===== src/hdl/bis_pkg.sv =====
// Shared types and constants for the bucketed signed 32-bit key search.
// Used by bis_ctrl, bis_dp and bucketed_int32_key_search.
// No dependencies.
package bis_pkg;

	// Field widths of the transaction payloads.
	localparam int OP_W     = 2;
	localparam int KEY_W    = 32;
	localparam int ADDR_W   = 16;
	localparam int STATUS_W = 2;
	localparam int IDX_W    = 12;
	localparam int CNT_W    = 13;
	localparam int DIR_W    = 13;
	localparam int BUCKET_W = 16;

	// Default value table depth.
	localparam int TABLE_DEPTH_DEF = 4096;

	// Directory entries saturate to the largest 13-bit start.
	localparam logic [DIR_W-1:0] DIR_MAX = 13'h1FFF;

	// Bucket number is the key's top half with its sign bit flipped.
	localparam logic [BUCKET_W-1:0] BUCKET_FLIP = 16'h8000;
	localparam logic [BUCKET_W-1:0] LAST_BUCKET = 16'hFFFF;
	localparam int                  KEY_SHIFT   = 16;

	// Operation codes.
	localparam logic [OP_W-1:0] OP_QUERY    = 2'd0;
	localparam logic [OP_W-1:0] OP_WR_VALUE = 2'd1;
	localparam logic [OP_W-1:0] OP_WR_DIR   = 2'd2;

	// Result status codes.
	localparam logic [STATUS_W-1:0] ST_OK        = 2'd0;
	localparam logic [STATUS_W-1:0] ST_NOT_FOUND = 2'd1;
	localparam logic [STATUS_W-1:0] ST_INVALID   = 2'd2;

	// Commands from the controller to the datapath.
	typedef struct packed {
		logic                accept;
		logic                dir_rd_bucket;
		logic                dir_rd_next;
		logic                start_load;
		logic                range_load;
		logic                scan_en;
		logic                val_wr;
		logic                dir_wr;
		logic                res_set;
		logic [STATUS_W-1:0] res_status;
		logic                res_found;
		logic                out_load;
	} cmd_t;

	// Status from the datapath to the controller.
	typedef struct packed {
		logic [OP_W-1:0] op;
		logic            count_zero;
		logic            addr_ok;
		logic            last_bucket;
		logic            range_empty;
		logic            hit;
		logic            scan_over;
		logic            out_free;
	} sts_t;

endpackage


===== src/hdl/bis_ctrl.sv =====
// Controller state machine for the bucketed key search.
// Sequences decode, directory reads, the bucket scan and the response.
// Depends on bis_pkg.
module bis_ctrl (
	input  logic          clk,
	input  logic          arst_n,
	input  logic          in_valid,
	output logic          in_stall,
	input  bis_pkg::sts_t sts,
	output bis_pkg::cmd_t cmd
);

	localparam logic [2:0] S_IDLE   = 3'd0;
	localparam logic [2:0] S_DECODE = 3'd1;
	localparam logic [2:0] S_DIR_A  = 3'd2;
	localparam logic [2:0] S_DIR_B  = 3'd3;
	localparam logic [2:0] S_SCAN   = 3'd4;
	localparam logic [2:0] S_RESP   = 3'd5;

	logic [2:0] state_q;
	logic [2:0] state_nxt;

	// A new transaction is taken only between items.
	assign in_stall = (state_q != S_IDLE);

	// Next state and command decode.
	always_comb begin
		state_nxt = state_q;
		cmd = '0;
		unique case (state_q)
			S_IDLE: begin
				if (in_valid) begin
					cmd.accept = 1'b1;
					state_nxt = S_DECODE;
				end
			end
			S_DECODE: begin
				state_nxt = S_RESP;
				cmd.res_set = 1'b1;
				unique case (sts.op)
					bis_pkg::OP_QUERY: begin
						if (sts.count_zero) begin
							cmd.res_status = bis_pkg::ST_INVALID;
						end else begin
							cmd.res_set = 1'b0;
							cmd.dir_rd_bucket = 1'b1;
							state_nxt = S_DIR_A;
						end
					end
					bis_pkg::OP_WR_VALUE: begin
						cmd.val_wr = sts.addr_ok;
						cmd.res_status = sts.addr_ok ? bis_pkg::ST_OK : bis_pkg::ST_INVALID;
					end
					bis_pkg::OP_WR_DIR: begin
						cmd.dir_wr = 1'b1;
						cmd.res_status = bis_pkg::ST_OK;
					end
					default: begin
						cmd.res_status = bis_pkg::ST_INVALID;
					end
				endcase
			end
			S_DIR_A: begin
				// Start of the bucket is back; fetch the next bucket's start unless this is the last bucket.
				cmd.start_load = 1'b1;
				cmd.dir_rd_next = !sts.last_bucket;
				state_nxt = S_DIR_B;
			end
			S_DIR_B: begin
				if (sts.range_empty) begin
					cmd.res_set = 1'b1;
					cmd.res_status = bis_pkg::ST_NOT_FOUND;
					state_nxt = S_RESP;
				end else begin
					cmd.range_load = 1'b1;
					state_nxt = S_SCAN;
				end
			end
			S_SCAN: begin
				cmd.scan_en = 1'b1;
				if (sts.hit) begin
					cmd.res_set = 1'b1;
					cmd.res_status = bis_pkg::ST_OK;
					cmd.res_found = 1'b1;
					state_nxt = S_RESP;
				end else if (sts.scan_over) begin
					cmd.res_set = 1'b1;
					cmd.res_status = bis_pkg::ST_NOT_FOUND;
					state_nxt = S_RESP;
				end
			end
			S_RESP: begin
				if (sts.out_free) begin
					cmd.out_load = 1'b1;
					state_nxt = S_IDLE;
				end
			end
			default: begin
				state_nxt = S_IDLE;
			end
		endcase
	end

	// State register.
	always_ff @(posedge clk or negedge arst_n) begin
		if (!arst_n) begin
			state_q <= S_IDLE;
		end else begin
			state_q <= state_nxt;
		end
	end

endmodule


===== config.mk =====
export PLATFORM = sky130hd
export DESIGN_NAME = bis_ctrl
export DESIGN_NICKNAME = d
export VERILOG_FILES = /design/src/hdl/bis_pkg.sv /design/src/hdl/bis_ctrl.sv
export SDC_FILE = /design/constraint.sdc
export NUM_CORES = 1
export LEC_CHECK = 0
export ABC_CLOCK_PERIOD_IN_PS = 3050
export BUFFER_PORTS_ARGS = -buffer_cell sky130_fd_sc_hd__buf_4
export CORE_AREA = 2 2 39 41
export CTS_BUF_LIST = sky130_fd_sc_hd__clkbuf_2
export DETAILED_ROUTE_END_ITERATION = 10
export DIE_AREA = 0 0 41 43
export PLACE_DENSITY = 0.61
export SLEW_MARGIN = 20
export SYNTH_ARGS = -nofsm -noshare
export SYNTH_HDL_FRONTEND = slang
export SYNTH_SLANG_ARGS = --single-unit

===== constraint.sdc =====
create_clock -name clk -period 3.05 [get_ports clk]
set_input_delay 0.305 -clock clk [delete_from_list [all_inputs] [get_ports clk]]
set_output_delay 0.305 -clock clk [all_outputs]
set_load 0.01 [all_outputs]

Word-level counts from Yosys, hierarchy flattened
Index checks and enable logic that the tools add are counted.
- reductions and logical operators: 5
- mux-type cells: 33
- equal/unequal tests: 10
- operator list (kind ; number):
    $mux W3 ; 9
    $pmux W3 S6 ; 1
    $mux W1 ; 17
    $pmux W3 S3 ; 1
    $mux W2 ; 4
    $eq A3 B2 Y1 const B ; 2
    $eq A3 B3 Y1 const B ; 2
    $pmux W2 S3 ; 1
    $ne A2 B2 Y1 const B ; 2
    $eq A3 B1 Y1 const B ; 1
    $logic_not A3 Y1 ; 1
    $ne A3 B3 Y1 const B ; 1
    $reduce_and A3 Y1 ; 1
    $reduce_bool A3 Y1 ; 1
    $eq A2 B1 Y1 const B ; 1
    $eq A2 B2 Y1 const B ; 1
    $logic_not A2 Y1 ; 1
    $logic_not A1 Y1 ; 1
- bits in registers: 3
- output and inout bits: 14
- word-level logic and storage cells: 49

Longest topological paths before layout
- depth in word-level cells: 3
- gate-level depth with buffers: 4

Worst setup path before layout
No wires, ideal clock.
- kind: reg2out
- start point: register state_q[1]
- end point: output port cmd[4] (netlist bit)
- stages on the path, launching flop included: 5
- path slack: 1.470 ns
- required time: 2.745 ns
- data arrival time: 1.275 ns
- cells stage by stage: dfrtp_1 > buf_2 > nor3b_1 > o21ai_0 > o21ai_0
- RTL lines (item ; line ; source):
    from (decl) ; bis_ctrl.sv:20 ; logic [2:0] state_q;
    from (signal assigned) ; bis_ctrl.sv:109 ; state_q <= state_nxt;
    to (decl) ; bis_ctrl.sv:10 ; output bis_pkg::cmd_t cmd

==> run metrics <==
status=finished, final reports clean; largest net degree at the start of global routing=13; fin crit period=1905 ps; grt ovf=0; setup violators final=0; post_cts resized=0; vias in the first global route=approximately 380; pre-CTS WS=between 1000 and 1500 ps; WHS Endpoint=state_q[1]$_DFFE_PN0P_; Max Fclk=~520 MHz; max reg flops=3; hold_sp=sts[6]; Bufs on Longest Clock Path=2; initial DRC count=6; Largest regs=state_q (3); # IOs=26; max cap viols=0; Final Util=a little under 40%; Synth Area in Compound Gates=17.80%; Cells after Synth=between 40 and 50; CP max stage delay=a little under 600 ps; drt drc=0; final hold vios=0; vias post-DR=between 400 and 500; CP endpoint kind=output port; Hold WC Path Type=in2reg; area delta synth->final=64.77%; final period utilization=62.47%; Initial Utilization=23.87%; RSZ-0062 raised after global routing=false; Port Buf Inserts=25; WP data arrival=about 1600 ps; Top reg by flops=state_q; VDD IR-drop max=between 200 and 300 uV; nets@finish=86; Worst R2R End=state_q[2]$_DFFE_PN0P_; Net Count, Synth=slightly below 60; Diodes inserted=0; Mapped Area=between 300 and 400 sq um; core area=1384 sq um; Slew headroom=about three quarters; register area share after synthesis=22.73%; largest fanout on the critical path=12; Cell Pwr Density=684.8 nW/um^2; worst skew pair latency=~220 ps; R2R Setup Slk=~1600 ps; CTS Buf Count=3; initial antenna violation count=0; WHS Path Cells=4; WP data required=2740 ps; CTS root buffer=clkbuf_2; post-synthesis register bit count=3; reg2reg start=state_q[1]$_DFFE_PN0P_; hold_buf cts=1; WL final=942 microns; Final TNS setup=0 ps; H-tree levels=1; Avg WL per Cell=~11 microns; largest family of logic cells by synthesized area=simple AND/OR/NAND/NOR gates; final worst slack=roughly 1100 ps; Synth Area in XOR/XNOR=0%; reg2reg path depth=2; CTS tree=yes; remaining antenna violation count=0; dpl hpwl=between 700 and 800 microns; clk sink count=3; Via-to-Cell Ratio=~4.7; Synth Area in Adders=0%; GP Congestion=about 0.77; global-route wire length before repair=1449 microns; Clock transition at path regs=50 ps; syn_area_per_cell=between 7 and 8 sq um; CP max stage cell=or4_1; Critical Path Start Type=register; Critical Path Source=state_q[1]$_DFFE_PN0P_; mux contribution to synthesized area=0%; Die W=just over 40 microns; layout cells sized above 1=between 40 and 50%; Tot GR Track Use=around an eighth; die footprint=1763 sq um; yosys warns=0; critical path class=reg2out; Die H=between 40 and 50 microns; # Post-CTS Setup Buffers=0; CP Cell Sequence=or4_1 -> nand2_1 -> o21ai_0 -> buf_4; worst-margin pin slew=slightly below 400 ps; Leak=between 0.2 and 0.3 nW; # rows=14; DRT Pass-1 Iters=4; skew final=8.660 ps; Min Hold Slack=approximately 380 ps; Synth Area in Simple Gates=47.73%; Final Max Slew Viols=0; Yosys cell types=23
-- area by class of cell --
cell class	instances	area, sq um
Multi-Input combinational cell	36	216.5
Timing Repair Buffer	26	197.7
Tap cell	16	20.02
Sequential cell	3	75.07
Clock buffer	4	20.02
Inverter	4	15.01
Fill cell	163	839.6
-- synthesized netlist by cell type --
cell,number,area share (%)
a21oi_1,2,3.0
a31o_1,1,2.7
a32o_1,1,3.0
and2_1,2,3.8
buf_2,1,1.5
buf_4,1,2.3
buf_6,1,3.4
dfrtp_1,3,23
inv_1,4,4.5
nand2_1,5,5.7
nand2b_1,1,1.9
nand3_1,1,1.5
nand3b_1,1,2.3
nor2_1,5,5.7
nor2b_1,2,3.8
nor3_1,2,3.0
nor3b_1,3,6.8
nor4_2,1,3.8
nor4bb_1,1,3.0
o21ai_0,3,4.5
o31ai_1,2,4.5
or3_1,1,1.9
or4_1,2,4.5
-- cells by family after synthesis --
kind of cell / after synthesis
flip-flops: 3
AND/OR/NAND/NOR: 27
buffers and inverters: 7
AO/OA/AOI/OAI: 9
-- how the worst max path moves through the flow --
stage                         to  slack [ps]  cells after the start
after floorplan           cmd[4]        1470                      4
after global placement    cmd[4]        1410                      4
after detailed placement  cmd[4]        1380                      4
after CTS                 cmd[4]        1140                      4
after global routing      cmd[4]        1070                      4
final                     cmd[4]        1140                      4
-- layer usage --
| metal | global-route usage (%) | wire, microns | vias to the layer above |
|---|---|---|---|
| met4 | 10.00 | 30 | 0 |
| met1 | 14.56 | 384 | 173 |
| met2 | 17.50 | 432 | 22 |
| met5 | 0 | 0 | - |
| met3 | 4.712 | 94 | 5 |
| li1 | - | - | 215 |
-- where the power goes --
group | switching [mW] | internal (mW) | total (mW)
logic | 0.0973 | 0.122 | 0.219
registers | 0.0393 | 0.0557 | 0.0951
clock network | 0.0237 | 0.0345 | 0.0582
total | 0.160 | 0.212 | 0.373
-- metrics by stage --
stage | std cells | total power, mW | instance area (sq um)
5_1_grt | 89 | 0.4055 | 544.3
3_3_place_gp | 84 | 0.3124 | 514.2
3_5_place_dp | 84 | 0.3153 | 514.2
2_1_floorplan | 46 | 0.2346 | 330.3
6_report | 89 | 0.3727 | 544.3
4_1_cts | 89 | 0.3763 | 544.3
-- cells in the final DEF (no fill, tap or decap), types with 3 or more instances in the layout --
cell      instances
dfrtp_1           3
nor2_1            5
nand2_1           5
clkbuf_2          4
buf_4            25
inv_1             4
nor3b_1           3
o21ai_0           3
-- worst max-delay path, delay by kind of cell (launching register included) --
family | cells | cell delay, ps
buffers and inverters | 1 | 150
AOI/OAI and AO/OA | 1 | 70
and+or+nand+nor | 2 | 680
DFF | 1 | 490
(Power assumes the default switching activity.)
